===== config.mk =====
export PLATFORM = sky130hd
export DESIGN_NAME = box_blur_row_clamped_flat
export DESIGN_NICKNAME = d
export VERILOG_FILES = /design/src/rtl/bbr_pkg.sv /design/src/rtl/bbr_if.sv /design/src/rtl/bbr_fifo.sv /design/src/rtl/bbr_front.sv /design/src/rtl/bbr_accum.sv /design/src/rtl/bbr_div.sv /design/src/rtl/box_blur_row_clamped.sv /design/src/flat_wrapper.sv
export SDC_FILE = /design/constraint.sdc
export NUM_CORES = 1
export LEC_CHECK = 0
export ABC_AREA = 1
export ABC_CLOCK_PERIOD_IN_PS = 6600
export BUFFER_PORTS_ARGS = -buffer_cell sky130_fd_sc_hd__buf_4
export CORE_UTILIZATION = 35
export DETAILED_ROUTE_END_ITERATION = 12
export PLACE_DENSITY = 0.56
export SLEW_MARGIN = 30
export SYNTH_ARGS = -nofsm -noshare
export SYNTH_HDL_FRONTEND = slang
export SYNTH_SLANG_ARGS = --single-unit

===== constraint.sdc =====
create_clock -name clk -period 6.6 [get_ports clk]
set_clock_uncertainty 0.05 [all_clocks]
set_input_delay 0.99 -clock clk [delete_from_list [all_inputs] [get_ports clk]]
set_output_delay 0.99 -clock clk [all_outputs]
set_load 0.05 [all_outputs]

===== src/rtl/bbr_pkg.sv =====
// ----------------------------------------------------------------------------
// bbr_pkg
// Shared types and constants of the clamped row box filter.
// ----------------------------------------------------------------------------
package bbr_pkg;

  localparam int RADIUS_BITS = 5;
  localparam int POS_BITS    = 16;

  localparam logic [RADIUS_BITS-1:0] RADIUS_RESET = RADIUS_BITS'(1);
  localparam logic [POS_BITS-1:0]    POS_MAX      = {POS_BITS{1'b1}};

  // window sum grows by the log of the widest window (63 samples)
  localparam int SUM_GROWTH = 6;

  // per-beat job control, front to back
  typedef struct packed {
    logic                   row_end;
    logic [POS_BITS-1:0]    pos;
    logic [RADIUS_BITS-1:0] radius;
  } bbr_ctl_t;

endpackage
// ----------------------------------------------------------------------------


===== src/rtl/bbr_if.sv =====
// ----------------------------------------------------------------------------
// bbr_if
// Valid/ready channels of the clamped row box filter.
// ----------------------------------------------------------------------------
interface bbr_in_if #(parameter int SAMPLE_BITS = 16);
  logic                   valid;
  logic                   ready;
  logic [SAMPLE_BITS-1:0] sample;
  logic                   row_end;
  modport source (output valid, output sample, output row_end, input ready);
  modport sink (input valid, input sample, input row_end, output ready);
endinterface

interface bbr_out_if #(parameter int SAMPLE_BITS = 16);
  logic                   valid;
  logic                   ready;
  logic [SAMPLE_BITS-1:0] mean_value;
  logic                   row_done;
  modport source (output valid, output mean_value, output row_done, input ready);
  modport sink (input valid, input mean_value, input row_done, output ready);
endinterface

interface bbr_cfg_if;
  logic       valid;
  logic       ready;
  logic [4:0] radius;
  modport source (output valid, output radius, input ready);
  modport sink (input valid, input radius, output ready);
endinterface
// ----------------------------------------------------------------------------


===== src/rtl/bbr_fifo.sv =====
// ----------------------------------------------------------------------------
// bbr_fifo
// Small register queue between the front and the back part.
// ----------------------------------------------------------------------------
module bbr_fifo #(
  parameter int WIDTH = 8,
  parameter int DEPTH = 2
) (
  input  logic             clk,
  input  logic             rst,
  input  logic             push,
  input  logic [WIDTH-1:0] push_data,
  output logic             full,
  input  logic             pop,
  output logic [WIDTH-1:0] pop_data,
  output logic             not_empty
);

  localparam int AW = (DEPTH > 1) ? $clog2(DEPTH) : 1;
  localparam int CW = $clog2(DEPTH + 1);

  logic [WIDTH-1:0] slots [DEPTH];
  logic [AW-1:0]    wptr;
  logic [AW-1:0]    rptr;
  logic [CW-1:0]    count;

  assign full      = (count == CW'(DEPTH));
  assign not_empty = (count != '0);
  assign pop_data  = slots[rptr];

  always_ff @(posedge clk) begin
    if (push) begin
      slots[wptr] <= push_data;
    end
  end

  always_ff @(posedge clk) begin
    if (rst) begin
      wptr  <= '0;
      rptr  <= '0;
      count <= '0;
    end else begin
      if (push) begin
        wptr <= (wptr == AW'(DEPTH - 1)) ? '0 : wptr + 1'b1;
      end
      if (pop) begin
        rptr <= (rptr == AW'(DEPTH - 1)) ? '0 : rptr + 1'b1;
      end
      if (push && !pop) begin
        count <= count + 1'b1;
      end else if (pop && !push) begin
        count <= count - 1'b1;
      end
    end
  end

endmodule
// ----------------------------------------------------------------------------


===== src/rtl/bbr_front.sv =====
// ----------------------------------------------------------------------------
// bbr_front
// Accepts sample beats, tracks row position and first sample, holds radius.
// ----------------------------------------------------------------------------
module bbr_front import bbr_pkg::*; #(
  parameter int SAMPLE_BITS = 16,
  parameter int MAX_RADIUS  = 31
) (
  input  logic                   clk,
  input  logic                   rst,
  bbr_in_if.sink                 pixel_in,
  bbr_cfg_if.sink                cfg,
  input  logic                   q_full,
  output logic                   push,
  output bbr_ctl_t               push_ctl,
  output logic [SAMPLE_BITS-1:0] push_sample,
  output logic [SAMPLE_BITS-1:0] push_first
);

  logic [RADIUS_BITS-1:0] radius;
  logic [RADIUS_BITS-1:0] radius_eff;
  logic [POS_BITS-1:0]    pos;
  logic [SAMPLE_BITS-1:0] first;

  assign cfg.ready      = 1'b1;
  assign pixel_in.ready = !q_full;
  assign push           = pixel_in.valid && !q_full;

  assign radius_eff = (int'(radius) > MAX_RADIUS) ? RADIUS_BITS'(MAX_RADIUS) : radius;

  assign push_sample      = pixel_in.sample;
  assign push_first       = (pos == '0) ? pixel_in.sample : first;
  assign push_ctl.row_end = pixel_in.row_end;
  assign push_ctl.pos     = pos;
  assign push_ctl.radius  = radius_eff;

  always_ff @(posedge clk) begin
    if (rst) begin
      radius <= RADIUS_RESET;
      pos    <= '0;
      first  <= '0;
    end else if (cfg.valid) begin
      radius <= cfg.radius;
      pos    <= '0;
      first  <= '0;
    end else if (push) begin
      first <= push_first;
      if (pixel_in.row_end) begin
        pos <= '0;
      end else if (pos != POS_MAX) begin
        pos <= pos + 1'b1;
      end
    end
  end

endmodule
// ----------------------------------------------------------------------------


===== src/rtl/bbr_accum.sv =====
// ----------------------------------------------------------------------------
// bbr_accum
// Back part: sample store and window sum sequencer, one tap per cycle.
// ----------------------------------------------------------------------------
module bbr_accum import bbr_pkg::*; #(
  parameter int SAMPLE_BITS = 16,
  parameter int MAX_RADIUS  = 31
) (
  input  logic                              clk,
  input  logic                              rst,
  input  logic                              job_valid,
  output logic                              job_ready,
  input  bbr_ctl_t                          job_ctl,
  input  logic [SAMPLE_BITS-1:0]            job_sample,
  input  logic [SAMPLE_BITS-1:0]            job_first,
  output logic                              dv_valid,
  input  logic                              dv_ready,
  output logic [SAMPLE_BITS+SUM_GROWTH-1:0] dv_dividend,
  output logic [RADIUS_BITS:0]              dv_divisor,
  output logic                              dv_last
);

  localparam int SUM_BITS = SAMPLE_BITS + SUM_GROWTH;
  localparam int DEPTH    = 2 ** $clog2(2 * MAX_RADIUS + 2);
  localparam int AW       = $clog2(DEPTH);
  localparam int DW       = RADIUS_BITS + 3;

  localparam logic [1:0] S_IDLE = 2'd0;
  localparam logic [1:0] S_SUM  = 2'd1;
  localparam logic [1:0] S_SEND = 2'd2;

  localparam logic [1:0] SEL_NEW   = 2'd0;
  localparam logic [1:0] SEL_FIRST = 2'd1;
  localparam logic [1:0] SEL_MEM   = 2'd2;

  logic [SAMPLE_BITS-1:0] mem [DEPTH];

  logic [1:0]             state;
  bbr_ctl_t               ctl;
  logic [SAMPLE_BITS-1:0] smp;
  logic [SAMPLE_BITS-1:0] fst;
  logic [AW-1:0]          wp;
  logic [AW-1:0]          base;
  logic [RADIUS_BITS-1:0] t;
  logic [RADIUS_BITS:0]   k;
  logic                   iss;
  logic                   p_vld;
  logic                   p_last;
  logic [1:0]             p_sel;
  logic [SAMPLE_BITS-1:0] rd_data;
  logic [SUM_BITS-1:0]    acc;

  logic signed [DW-1:0]   d;
  logic [1:0]             sel;
  logic [AW-1:0]          rd_addr;
  logic [RADIUS_BITS:0]   two_r;
  logic [SAMPLE_BITS-1:0] tap;
  logic                   job_take;
  logic                   job_emits;

  assign two_r = {ctl.radius, 1'b0};
  assign d = signed'({3'b000, t}) + signed'({3'b000, ctl.radius})
           - signed'({2'b00, k});
  assign rd_addr = base - d[AW-1:0];

  always_comb begin
    if (d[DW-1] || d == '0) begin
      sel = SEL_NEW;
    end else if ({{(POS_BITS-DW){1'b0}}, d} > ctl.pos) begin
      sel = SEL_FIRST;
    end else begin
      sel = SEL_MEM;
    end
  end

  always_comb begin
    case (p_sel)
      SEL_NEW:   tap = smp;
      SEL_FIRST: tap = fst;
      default:   tap = rd_data;
    endcase
  end

  assign job_ready = (state == S_IDLE);
  assign job_take  = job_valid && job_ready;
  assign job_emits = job_ctl.row_end
                  || (job_ctl.pos >= {{(POS_BITS-RADIUS_BITS){1'b0}}, job_ctl.radius});

  assign dv_valid    = (state == S_SEND);
  assign dv_dividend = acc + SUM_BITS'(ctl.radius);
  assign dv_divisor  = {ctl.radius, 1'b1};
  assign dv_last     = ctl.row_end && (t == '0);

  always_ff @(posedge clk) begin
    if (job_take) begin
      mem[wp] <= job_sample;
    end
    rd_data <= mem[rd_addr];
  end

  always_ff @(posedge clk) begin
    if (job_take) begin
      ctl  <= job_ctl;
      smp  <= job_sample;
      fst  <= job_first;
      base <= wp;
      if (job_ctl.pos < {{(POS_BITS-RADIUS_BITS){1'b0}}, job_ctl.radius}) begin
        t <= job_ctl.pos[RADIUS_BITS-1:0];
      end else begin
        t <= job_ctl.radius;
      end
    end else if (state == S_SEND && dv_ready && !dv_last && ctl.row_end) begin
      t <= t - 1'b1;
    end
    p_sel <= sel;
    if (p_vld) begin
      acc <= acc + SUM_BITS'(tap);
    end else if (state == S_IDLE || (state == S_SEND && dv_ready)) begin
      acc <= '0;
    end
  end

  always_ff @(posedge clk) begin
    if (rst) begin
      state  <= S_IDLE;
      wp     <= '0;
      k      <= '0;
      iss    <= 1'b0;
      p_vld  <= 1'b0;
      p_last <= 1'b0;
    end else begin
      p_vld  <= iss;
      p_last <= iss && (k == two_r);
      if (iss) begin
        k <= k + 1'b1;
        if (k == two_r) begin
          iss <= 1'b0;
        end
      end
      case (state)
        S_IDLE: begin
          if (job_take) begin
            wp <= wp + 1'b1;
            if (job_emits) begin
              state <= S_SUM;
              k     <= '0;
              iss   <= 1'b1;
            end
          end
        end
        S_SUM: begin
          if (p_vld && p_last) begin
            state <= S_SEND;
          end
        end
        S_SEND: begin
          if (dv_ready) begin
            if (ctl.row_end && !dv_last) begin
              state <= S_SUM;
              k     <= '0;
              iss   <= 1'b1;
            end else begin
              state <= S_IDLE;
            end
          end
        end
        default: begin
          state <= S_IDLE;
        end
      endcase
    end
  end

endmodule
// ----------------------------------------------------------------------------


===== src/rtl/bbr_div.sv =====
// ----------------------------------------------------------------------------
// bbr_div
// Back part: bit-serial restoring divider with output register.
// ----------------------------------------------------------------------------
module bbr_div import bbr_pkg::*; #(
  parameter int SAMPLE_BITS = 16
) (
  input  logic                              clk,
  input  logic                              rst,
  input  logic                              dv_valid,
  output logic                              dv_ready,
  input  logic [SAMPLE_BITS+SUM_GROWTH-1:0] dv_dividend,
  input  logic [RADIUS_BITS:0]              dv_divisor,
  input  logic                              dv_last,
  bbr_out_if.source                         pixel_out
);

  localparam int N  = SAMPLE_BITS + SUM_GROWTH;
  localparam int CW = $clog2(N + 1);
  localparam int RB = RADIUS_BITS + 1;

  logic                   busy;
  logic [CW-1:0]          cnt;
  logic [N-1:0]           dvd;
  logic [N-1:0]           quo;
  logic [RB-1:0]          rem;
  logic [RB-1:0]          dsr;
  logic                   lst;
  logic                   ov;
  logic [SAMPLE_BITS-1:0] mean;
  logic                   done;

  logic [RB:0]            rs;
  logic                   ge;
  logic                   finish;

  assign rs     = {rem, dvd[N-1]};
  assign ge     = (rs >= {1'b0, dsr});
  assign finish = busy && (cnt == '0) && (!ov || pixel_out.ready);

  assign dv_ready             = !busy;
  assign pixel_out.valid      = ov;
  assign pixel_out.mean_value = mean;
  assign pixel_out.row_done   = done;

  always_ff @(posedge clk) begin
    if (dv_valid && dv_ready) begin
      dvd <= dv_dividend;
      dsr <= dv_divisor;
      rem <= '0;
      quo <= '0;
      lst <= dv_last;
    end else if (busy && cnt != '0) begin
      rem <= ge ? RB'(rs - {1'b0, dsr}) : RB'(rs);
      dvd <= {dvd[N-2:0], 1'b0};
      quo <= {quo[N-2:0], ge};
    end
    if (finish) begin
      mean <= quo[SAMPLE_BITS-1:0];
      done <= lst;
    end
  end

  always_ff @(posedge clk) begin
    if (rst) begin
      busy <= 1'b0;
      cnt  <= '0;
      ov   <= 1'b0;
    end else begin
      if (dv_valid && dv_ready) begin
        busy <= 1'b1;
        cnt  <= CW'(N);
      end else if (busy && cnt != '0) begin
        cnt <= cnt - 1'b1;
      end else if (finish) begin
        busy <= 1'b0;
      end
      if (finish) begin
        ov <= 1'b1;
      end else if (ov && pixel_out.ready) begin
        ov <= 1'b0;
      end
    end
  end

endmodule
// ----------------------------------------------------------------------------


===== src/rtl/box_blur_row_clamped.sv =====
// ----------------------------------------------------------------------------
// box_blur_row_clamped
// Horizontal box mean over one row, edges replicated, rounded half up.
//
//   channel    dir  payload                    beat taken when
//   pixel_in   in   sample, row_end            valid & ready
//   pixel_out  out  mean_value, row_done       valid & ready
//   cfg        in   radius                     valid & ready (always ready)
//
// Each result sums 2r+1 taps, one store read per cycle, then a restoring
// divider turns the sum into the mean; the divider overlaps the next sum,
// also within a row-end flush.
// A two-entry queue decouples input from the sum sequencer.
// rst is synchronous; it sets radius to 1 and starts a new row.
// A full output register stalls the divider, then the sequencer, then input.
// ----------------------------------------------------------------------------
module box_blur_row_clamped import bbr_pkg::*; #(
  parameter int MAX_RADIUS  = 31,
  parameter int SAMPLE_BITS = 16
) (
  input  logic       clk,
  input  logic       rst,
  bbr_in_if.sink     pixel_in,
  bbr_out_if.source  pixel_out,
  bbr_cfg_if.sink    cfg
);

  localparam int QW = 2 * SAMPLE_BITS + $bits(bbr_ctl_t);

  logic                              push;
  bbr_ctl_t                          push_ctl;
  logic [SAMPLE_BITS-1:0]            push_sample;
  logic [SAMPLE_BITS-1:0]            push_first;
  logic                              q_full;
  logic [QW-1:0]                     q_out;
  logic                              q_valid;
  logic                              q_pop;
  bbr_ctl_t                          job_ctl;
  logic [SAMPLE_BITS-1:0]            job_sample;
  logic [SAMPLE_BITS-1:0]            job_first;
  logic                              job_ready;
  logic                              dv_valid;
  logic                              dv_ready;
  logic [SAMPLE_BITS+SUM_GROWTH-1:0] dv_dividend;
  logic [RADIUS_BITS:0]              dv_divisor;
  logic                              dv_last;

  bbr_front #(
    .SAMPLE_BITS (SAMPLE_BITS),
    .MAX_RADIUS  (MAX_RADIUS)
  ) u_front (
    .clk         (clk),
    .rst         (rst),
    .pixel_in    (pixel_in),
    .cfg         (cfg),
    .q_full      (q_full),
    .push        (push),
    .push_ctl    (push_ctl),
    .push_sample (push_sample),
    .push_first  (push_first)
  );

  bbr_fifo #(
    .WIDTH (QW),
    .DEPTH (2)
  ) u_fifo (
    .clk       (clk),
    .rst       (rst),
    .push      (push),
    .push_data ({push_ctl, push_sample, push_first}),
    .full      (q_full),
    .pop       (q_pop),
    .pop_data  (q_out),
    .not_empty (q_valid)
  );

  assign {job_ctl, job_sample, job_first} = q_out;
  assign q_pop = q_valid && job_ready;

  bbr_accum #(
    .SAMPLE_BITS (SAMPLE_BITS),
    .MAX_RADIUS  (MAX_RADIUS)
  ) u_accum (
    .clk         (clk),
    .rst         (rst),
    .job_valid   (q_valid),
    .job_ready   (job_ready),
    .job_ctl     (job_ctl),
    .job_sample  (job_sample),
    .job_first   (job_first),
    .dv_valid    (dv_valid),
    .dv_ready    (dv_ready),
    .dv_dividend (dv_dividend),
    .dv_divisor  (dv_divisor),
    .dv_last     (dv_last)
  );

  bbr_div #(
    .SAMPLE_BITS (SAMPLE_BITS)
  ) u_div (
    .clk         (clk),
    .rst         (rst),
    .dv_valid    (dv_valid),
    .dv_ready    (dv_ready),
    .dv_dividend (dv_dividend),
    .dv_divisor  (dv_divisor),
    .dv_last     (dv_last),
    .pixel_out   (pixel_out)
  );

endmodule
// ----------------------------------------------------------------------------


===== src/flat_wrapper.sv =====
// flat-port wrapper written by rule: the top's interface ports become plain ports
module box_blur_row_clamped_flat import bbr_pkg::*;
#(
  parameter int MAX_RADIUS  = 31,
  parameter int SAMPLE_BITS = 16
)
  (clk, rst, pixel_in_valid, pixel_in_sample, pixel_in_row_end, pixel_in_ready, pixel_out_valid, pixel_out_mean_value, pixel_out_row_done, pixel_out_ready, cfg_valid, cfg_radius, cfg_ready);
  bbr_in_if #(.SAMPLE_BITS(SAMPLE_BITS)) pixel_in_i ();
  bbr_out_if #(.SAMPLE_BITS(SAMPLE_BITS)) pixel_out_i ();
  bbr_cfg_if cfg_i ();
  input  logic clk;
  input  logic rst;
  input wire logic [$bits(pixel_in_i.valid)-1:0] pixel_in_valid;
  input wire logic [$bits(pixel_in_i.sample)-1:0] pixel_in_sample;
  input wire logic [$bits(pixel_in_i.row_end)-1:0] pixel_in_row_end;
  output wire logic [$bits(pixel_in_i.ready)-1:0] pixel_in_ready;
  output wire logic [$bits(pixel_out_i.valid)-1:0] pixel_out_valid;
  output wire logic [$bits(pixel_out_i.mean_value)-1:0] pixel_out_mean_value;
  output wire logic [$bits(pixel_out_i.row_done)-1:0] pixel_out_row_done;
  input wire logic [$bits(pixel_out_i.ready)-1:0] pixel_out_ready;
  input wire logic [$bits(cfg_i.valid)-1:0] cfg_valid;
  input wire logic [$bits(cfg_i.radius)-1:0] cfg_radius;
  output wire logic [$bits(cfg_i.ready)-1:0] cfg_ready;
  assign pixel_in_i.valid = pixel_in_valid;
  assign pixel_in_i.sample = pixel_in_sample;
  assign pixel_in_i.row_end = pixel_in_row_end;
  assign pixel_in_ready = pixel_in_i.ready;
  assign pixel_out_valid = pixel_out_i.valid;
  assign pixel_out_mean_value = pixel_out_i.mean_value;
  assign pixel_out_row_done = pixel_out_i.row_done;
  assign pixel_out_i.ready = pixel_out_ready;
  assign cfg_i.valid = cfg_valid;
  assign cfg_i.radius = cfg_radius;
  assign cfg_ready = cfg_i.ready;
  box_blur_row_clamped #(.MAX_RADIUS(MAX_RADIUS), .SAMPLE_BITS(SAMPLE_BITS)) u_core (.clk(clk), .rst(rst), .pixel_in(pixel_in_i), .pixel_out(pixel_out_i), .cfg(cfg_i));
endmodule

==> results.md, run 1 <==
- Clock root buffer: sky130_fd_sc_hd__clkbuf_16
- Non-filler instance count after layout: 7064
- Dominant cell type by area after synthesis: sky130_fd_sc_hd__edfxtp_1
- Hold Violations, Final: 0
- Clock tree from TritonCTS: done
- Max cap viols: 0
- Chip height: 404 µm
- Horizontal die dimension: 404 µm
- Clock-pin slew of the registers on the worst-case setup and hold paths: 0.06 ns
- DR vias: 36900
- Antenna violations before repair: 1
- Wirelength, routed: 155 mm
- Final net count: 4888
- Area growth, synth to finish: 13.4%
- Clock network latency to the later pin of the worst-skew pair: 0.78 ns
- Final standard cell utilization of the core: 40.0%
- Critical path class: register to register
- Quantity of I/O buffers inserted on ports: 45
- Number of global-route vias before repair: 35200
- Synth unique cells: 49
- Element type at the critical path start: register
- Hold crit path type: input port to register
- Number of nets produced by synthesis: 4842
- Pre-Repair DR Iteration Count: 6
- Post-route antenna net violation count: 0
- Wire length of the first global-routing pass: 230 mm
- Commonest cells post-synth: sky130_fd_sc_hd__edfxtp_1 (1264), sky130_fd_sc_hd__nor2_1 (972), sky130_fd_sc_hd__o21ai_0 (458)
- Share of synthesized area occupied by flip-flops and latches: 70.8%
- Gate count after technology mapping: 4746
- Pins Over Slew Limit: 0
- Critical Path Fanout Max: 58
- Violation count after the first detailed-route iteration: 3590
- Standard cell core area: 161000 µm²
- Number of synthesized flops with an enable pin: 1264
- Final total negative setup slack: 0 ns
- Total of warnings raised by yosys: 0
- Initial cell density of the core: 35.3%
- Top achievable clock speed: 202 MHz
- Worst slew pin tran: 1.06 ns
- Count of cells along the worst register-to-register path: 14
- Number of buffers added by the clock tree synthesis step: 144
- Global-route total usage across every layer: 18.8%
- Total overflow reported by the global router: 0
- Proportion of register bits with asynchronous set or reset after synthesis: 0%
- Via density per instance: 5.23
- Row count: 147
- Number of fill cells: 15000
- Signal arrival time at the worst endpoint: 5.64 ns
- Share of the cycle needed by the critical path after routing: 75.1%
- Maximum number of pins on one net before global-route repair: 176
- Total instance count after detailed placement: 6804
- Library cell with the highest instance count after synthesis: sky130_fd_sc_hd__edfxtp_1
- Fraction of layout instances using a drive strength above 1: 8.71%
- Final HPWL from detailed placement: 86.9 mm
- Wire per inst: 22.0 µm
- Post-synth top area share: 67.1%
- Cts hold-fix bufs: 0
- Worst path required time: 7.28 ns
- Most used flip-flop cell after synthesis: sky130_fd_sc_hd__edfxtp_1
- Leading cell types by total area after synthesis: sky130_fd_sc_hd__edfxtp_1 (67%), sky130_fd_sc_hd__nor2_1 (6.4%), sky130_fd_sc_hd__o21ai_0 (4.0%)
- Outcome: finished clean
- Syn_area_per_cell: 11.9 µm²
- Buffer levels on the longest clock path: 3
- Die area: 163000 µm²
- Count of pins on the block boundary: 47
- Setup-violating endpoint count in the final report: 0
- RSZ-0062 raised after global routing: false
- Summed instance area of the synthesized netlist: 56600 µm²
- Number of buffers added for setup after CTS: 0
- Total number of H-tree levels: 4
- Post-CTS resize count: 0
- #FFs+latches synth: 1370
- Detailed-route DRC error count: 0
- Final critical delay including setup and external delays: 4.96 ns
- Placer's final routability congestion estimate: 0.857
- Relative slew slack: 29.0%
- Number of clock sinks: 1370
- Cells on Worst Hold Path: 1
- Ant diodes: 0
- CP endpoint kind: register
[path summary, 6_finish.rpt]
path | start | to | slack, ns
worst max-delay path | u_core.u_accum.dv_divisor[1] | u_core.u_accum.rd_data[3] | 1.64
worst min register to register | u_core.u_div.lst | u_core.u_div.pixel_out.row_done | 0.37
worst max register to register | u_core.u_accum.dv_divisor[1] | u_core.u_accum.rd_data[3] | 1.64
worst min-delay path | pixel_in_sample[7] | u_core.u_fifo.slots[0][23] | 0.34
[metal layers]
layer / GRT usage [%] / vias to the layer above / part of all wire (%)
met5: 0 / - / 0
met4: 6.64 / 0 / 3.1
met3: 3.38 / 247 / 6.9
met2: 29.9 / 1258 / 47
met1: 25.7 / 18300 / 43
li1: - / 17100 / -
[registers in the layout, indices dropped and copies added, names as in the netlist, 16 cells and up, named ones only]
name / count
u_core.u_accum.mem: 1024
u_core.u_div.quo: 16
u_core.u_div.pixel_out.mean_value: 16
u_core.u_front.pos: 16
u_core.u_front.first: 16
u_core.u_accum.smp: 16
u_core.u_accum.ctl: 17
u_core.u_accum.fst: 16
u_core.u_fifo.slots: 108
u_core.u_accum.acc: 22
u_core.u_div.dvd: 22
u_core.u_accum.rd_data: 16
[critical path, stage by stage, from the launching register on]
cell and delay, ns:
sky130_fd_sc_hd__edfxtp_1 0.46, sky130_fd_sc_hd__ha_1 0.18, sky130_fd_sc_hd__inv_1 0.06, sky130_fd_sc_hd__fa_1 0.49, sky130_fd_sc_hd__inv_1 0.06, sky130_fd_sc_hd__fa_1 0.53, sky130_fd_sc_hd__inv_1 0.10, sky130_fd_sc_hd__fa_4 0.97
sky130_fd_sc_hd__buf_4 0.58, sky130_fd_sc_hd__o21ai_0 0.19, sky130_fd_sc_hd__o211ai_1 0.56, sky130_fd_sc_hd__nand3_1 0.30, sky130_fd_sc_hd__nand3_1 0.16, sky130_fd_sc_hd__nand3_1 0.10, sky130_fd_sc_hd__nand2_1 0.09
[stage by stage]
| step | setup slack [ns] | hold slack, ns | instance area, µm² |
|---|---|---|---|
| after floorplan | 2.42 | 0.350 | 56600 |
| after global placement | 1.61 | 0.360 | 59500 |
| after detailed placement | 1.67 | 0.360 | 59600 |
| after CTS | 1.63 | 0.284 | 64100 |
| after global routing | 1.43 | 0.304 | 64200 |
| final | 1.64 | 0.343 | 64200 |
[layout by cell type, fill, tap and decap left out, types with 36 or more instances in the layout]
cell / instances
sky130_fd_sc_hd__edfxtp_1: 1264
sky130_fd_sc_hd__nor2_1: 964
sky130_fd_sc_hd__o21ai_0: 458
sky130_fd_sc_hd__nand2_1: 336
sky130_fd_sc_hd__nand3_1: 287
sky130_fd_sc_hd__o211ai_1: 258
sky130_fd_sc_hd__inv_1: 227
sky130_fd_sc_hd__o21ai_1: 171
sky130_fd_sc_hd__clkbuf_16: 147
sky130_fd_sc_hd__buf_4: 146
sky130_fd_sc_hd__a21oi_1: 109
sky130_fd_sc_hd__dfxtp_1: 105
sky130_fd_sc_hd__ha_1: 62
sky130_fd_sc_hd__nor3_1: 40
sky130_fd_sc_hd__clkbuf_1: 36
[kinds of logic (layout without fill, tap and decap cells)]
| kind of cell | after synthesis | in the layout | share of synthesized area (%) |
|---|---|---|---|
| AO/OA/AOI/OAI | 1058 | 1058 | 10.7 |
| flip-flops | 1370 | 1370 | 70.8 |
| other | 1 | 1 | 0.00663 |
| buffers and inverters | 500 | 658 | 3.87 |
| AND/OR/NAND/NOR | 1710 | 1710 | 12.4 |
| adder cells (fa/ha/maj) | 69 | 69 | 1.60 |
| XOR/XNOR | 34 | 34 | 0.526 |
| multiplexers | 4 | 4 | 0.0707 |
[area by class of cell]
type / instances / area [µm²] / share of cell area (%)
repair buffers: 161 / 1410 / 2.19
flip-flops and latches: 1370 / 40100 / 62.4
well taps: 2160 / 2700 / 4.21
inverters: 239 / 911 / 1.42
clock buffers: 186 / 3850 / 6.01
multi-input cells: 2876 / 14500 / 22.6
clock inverters: 72 / 704 / 1.10
Power of run 1 is left out: the tool's default activity adds up to more than one toggle a clock period on the data nets, which glitch-free logic cannot reach.
==> run 2: changes to the inputs <==
Settings changed: ABC_CLOCK_PERIOD_IN_PS 6600 to 4900.
Clock period 6.6 ns to 4.9 ns, I/O delays scaled along.
==> run 2 against run 1 <==
Worst hold slack got worse by 0.23 ns. Die area did not move. Sequential cell count did not move. Non-clock buffer count rose by 53. Final cell count rose by 0.71%. First-iteration DRC count rose by 6.9%. Global-route usage fell by 0.22 points. Critical path depth rose by 3. Setup slack got worse by 1.4 ns. Via count rose by 0.30%. Clock-buffer cell count fell by 2. Sequential share of layout area fell by 0.51 points. Largest cell class unchanged.
==> results.md, run 2 (same netlist as run 1, synthesis figures left out) <==
- Violation count after the first detailed-route iteration: 3836 (+6.9%)
- Relative slew slack: 36.1% (+7.1 points)
- Number of buffers added by the clock tree synthesis step: 142 (-1.4%)
- Initial cell density of the core: 35.3% (unchanged)
- Critical Path Slowest Stage Cell: sky130_fd_sc_hd__fa_4
- Signal arrival time at the worst endpoint: 5.24 ns (-0.40 ns)
- Worst reg2reg setup slack: 0.27 ns (-1.37 ns)
- Commonest non-fill, non-tap cell in the layout: sky130_fd_sc_hd__edfxtp_1
- Placer's final routability congestion estimate: 0.808 (-5.7%)
- Quantity of I/O buffers inserted on ports: 45 (unchanged)
- Buffer levels on the longest clock path: 3 (unchanged)
- Final net count: 4939 (+1.0%)
- Via density per instance: 5.21 (-0.41%)
- Setup-violating endpoint count in the final report: 0 (unchanged)
- Crit path buf inv count: 7 (+3)
- End of the worst register-to-register path: u_core.u_accum.rd_data[7]
- Endpoint, Worst Hold: u_core.u_fifo.slots[1][30]
- Final HPWL from detailed placement: 89.8 mm (+3.4%)
- Worst slew pin tran: 0.958 ns (-0.106 ns)
- Tightest hold margin: 0.109 ns (-0.235 ns)
- Share of the cycle needed by the critical path after routing: 94.6% (+19 points)
- Pre-Repair DR Iteration Count: 6 (unchanged)
- Maximum number of pins on one net before global-route repair: 111 (-37%)
- Top achievable clock speed: 216 MHz (+7.0%)
- Cells on Worst Hold Path: 1 (unchanged)
- Delay-heaviest family, CP: adder cells
- Pins Over Slew Limit: 0 (unchanged)
- Commonest non-fill, non-tap cells in the layout: sky130_fd_sc_hd__edfxtp_1 (1264), sky130_fd_sc_hd__nor2_1 (970), sky130_fd_sc_hd__o21ai_0 (458)
- Element type at the critical path start: register
- Count of pins on the block boundary: 47 (unchanged)
- Standard cell core area: 161000 µm² (unchanged)
- Clock root buffer: sky130_fd_sc_hd__clkbuf_16
- Count of cells along the worst register-to-register path: 17 (+3)
- Final standard cell utilization of the core: 40.3% (+0.33 points)
- CP endpoint kind: register
- Total number of H-tree levels: 4 (unchanged)
- Maximum single-stage delay on the critical path: 0.54 ns (-0.43 ns)
- Number of fill cells: 15100 (+0.33%)
- Die area: 163000 µm² (unchanged)
- Number of global-route vias before repair: 35300 (+0.23%)
- Number of clock sinks: 1370 (unchanged)
- Cts hold-fix bufs: 0 (unchanged)
- Post-route antenna net violation count: 0 (unchanged)
- Max cap viols: 0 (unchanged)
- Area growth, synth to finish: 14.3%
- Total overflow reported by the global router: 0 (unchanged)
- Horizontal die dimension: 404 µm (unchanged)
- Wire length of the first global-routing pass: 229 mm (-0.67%)
- Clock tree from TritonCTS: done
- Hold Violations, Final: 0 (unchanged)
- Final total negative setup slack: 0 ns (unchanged)
- Hold crit path type: input port to register
- Global-route total usage across every layer: 18.6% (-0.22 points)
- Chip height: 404 µm (unchanged)
- Critical hold path startpoint: pixel_in_sample[14]
- Cells along the critical path: ha_1 > inv_1 > fa_1 > inv_1 > fa_1 > inv_1 > fa_4 > xor2_4 > inv_4 > buf_12 > buf_12 > buf_4 > o211ai_1 > nand3_1 > nand3_1 > nand3_1 > nand2_1
- Ant diodes: 0 (unchanged)
- Row count: 147 (unchanged)
- Worst path required time: 5.51 ns (-1.77 ns)
- Critical path class: register to register
- Outcome: finished clean
- Number of flip-flops under the largest register name: 1024 (unchanged)
- Register with the highest flop count: u_core.u_accum.mem
- Wire per inst: 21.7 µm (-1.4%)
- Origin of the critical flop-to-flop path: u_core.u_accum.dv_divisor[1]
- Largest regs: u_core.u_accum.mem: 1024 flops, u_core.u_fifo.slots: 108 flops
- RSZ-0062 raised after global routing: false
- Fraction of layout instances using a drive strength above 1: 10.0% (+1.3 points)
- Clock network latency to the later pin of the worst-skew pair: 0.77 ns (about the same)
- Final critical delay including setup and external delays: 4.63 ns (-0.325 ns)
- DR vias: 37100 (+0.30%)
- Wirelength, routed: 154 mm (-0.68%)
- Clock-pin slew of the registers on the worst-case setup and hold paths: 0.06 ns (about the same)
- Critical Path Fanout Max: 26 (-55%)
- Detailed-route DRC error count: 0 (unchanged)
- Antenna violations before repair: 1 (unchanged)
[run 2: worst max-delay path by stage]
stage	start	endpoint	cells past startpoint
global route	u_core.u_accum.dv_divisor[1]	u_core.u_accum.rd_data[3]	19
global placement	u_core.u_accum.dv_divisor[1]	u_core.u_accum.rd_data[7]	16
CTS	u_core.u_accum.dv_divisor[1]	u_core.u_accum.rd_data[7]	16
floorplan	u_core.u_accum.state[1]	u_core.u_accum.mem[11][0]	6
finish	u_core.u_accum.dv_divisor[1]	u_core.u_accum.rd_data[7]	17
detailed placement	u_core.u_accum.dv_divisor[1]	u_core.u_accum.rd_data[7]	16
[run 2: metal layers]
metal	vias up	GRT usage, %	routed length, µm
li1	17200	-	-
met2	1241	29.6	71900
met5	-	0	11
met3	245	2.50	9840
met1	18300	25.9	67400
met4	2	6.56	4970
[run 2: final cells by class]
cell class	count	area (µm²)	area share, %
Tap cell	2160	2700	4.18
Multi-Input combinational cell	2876	14500	22.5
Sequential cell	1370	40100	61.9
Clock buffer	184	3950	6.10
Timing Repair Buffer	214	1990	3.07
Clock inverter	71	544	0.841
Inverter	239	912	1.41
[run 2: repair_timing]
item                                   in CTS  in global routing
endpoints found under the hold margin       0                  0
buffers inserted                            0                  2
resized for setup                           0                 13
setup endpoints to repair                   0                 11
[run 2: metrics by stage]
stage,std cells,setup slack [ns],cell area (µm²)
final,7114,0.267,64700
after global routing,7114,0.0278,64700
after CTS,7110,0.00542,64600
after detailed placement,6855,0.0362,60100
after global placement,6855,0.0257,60100
after floorplan,4746,0.720,56600
Power of run 2 is left out for the same reason.
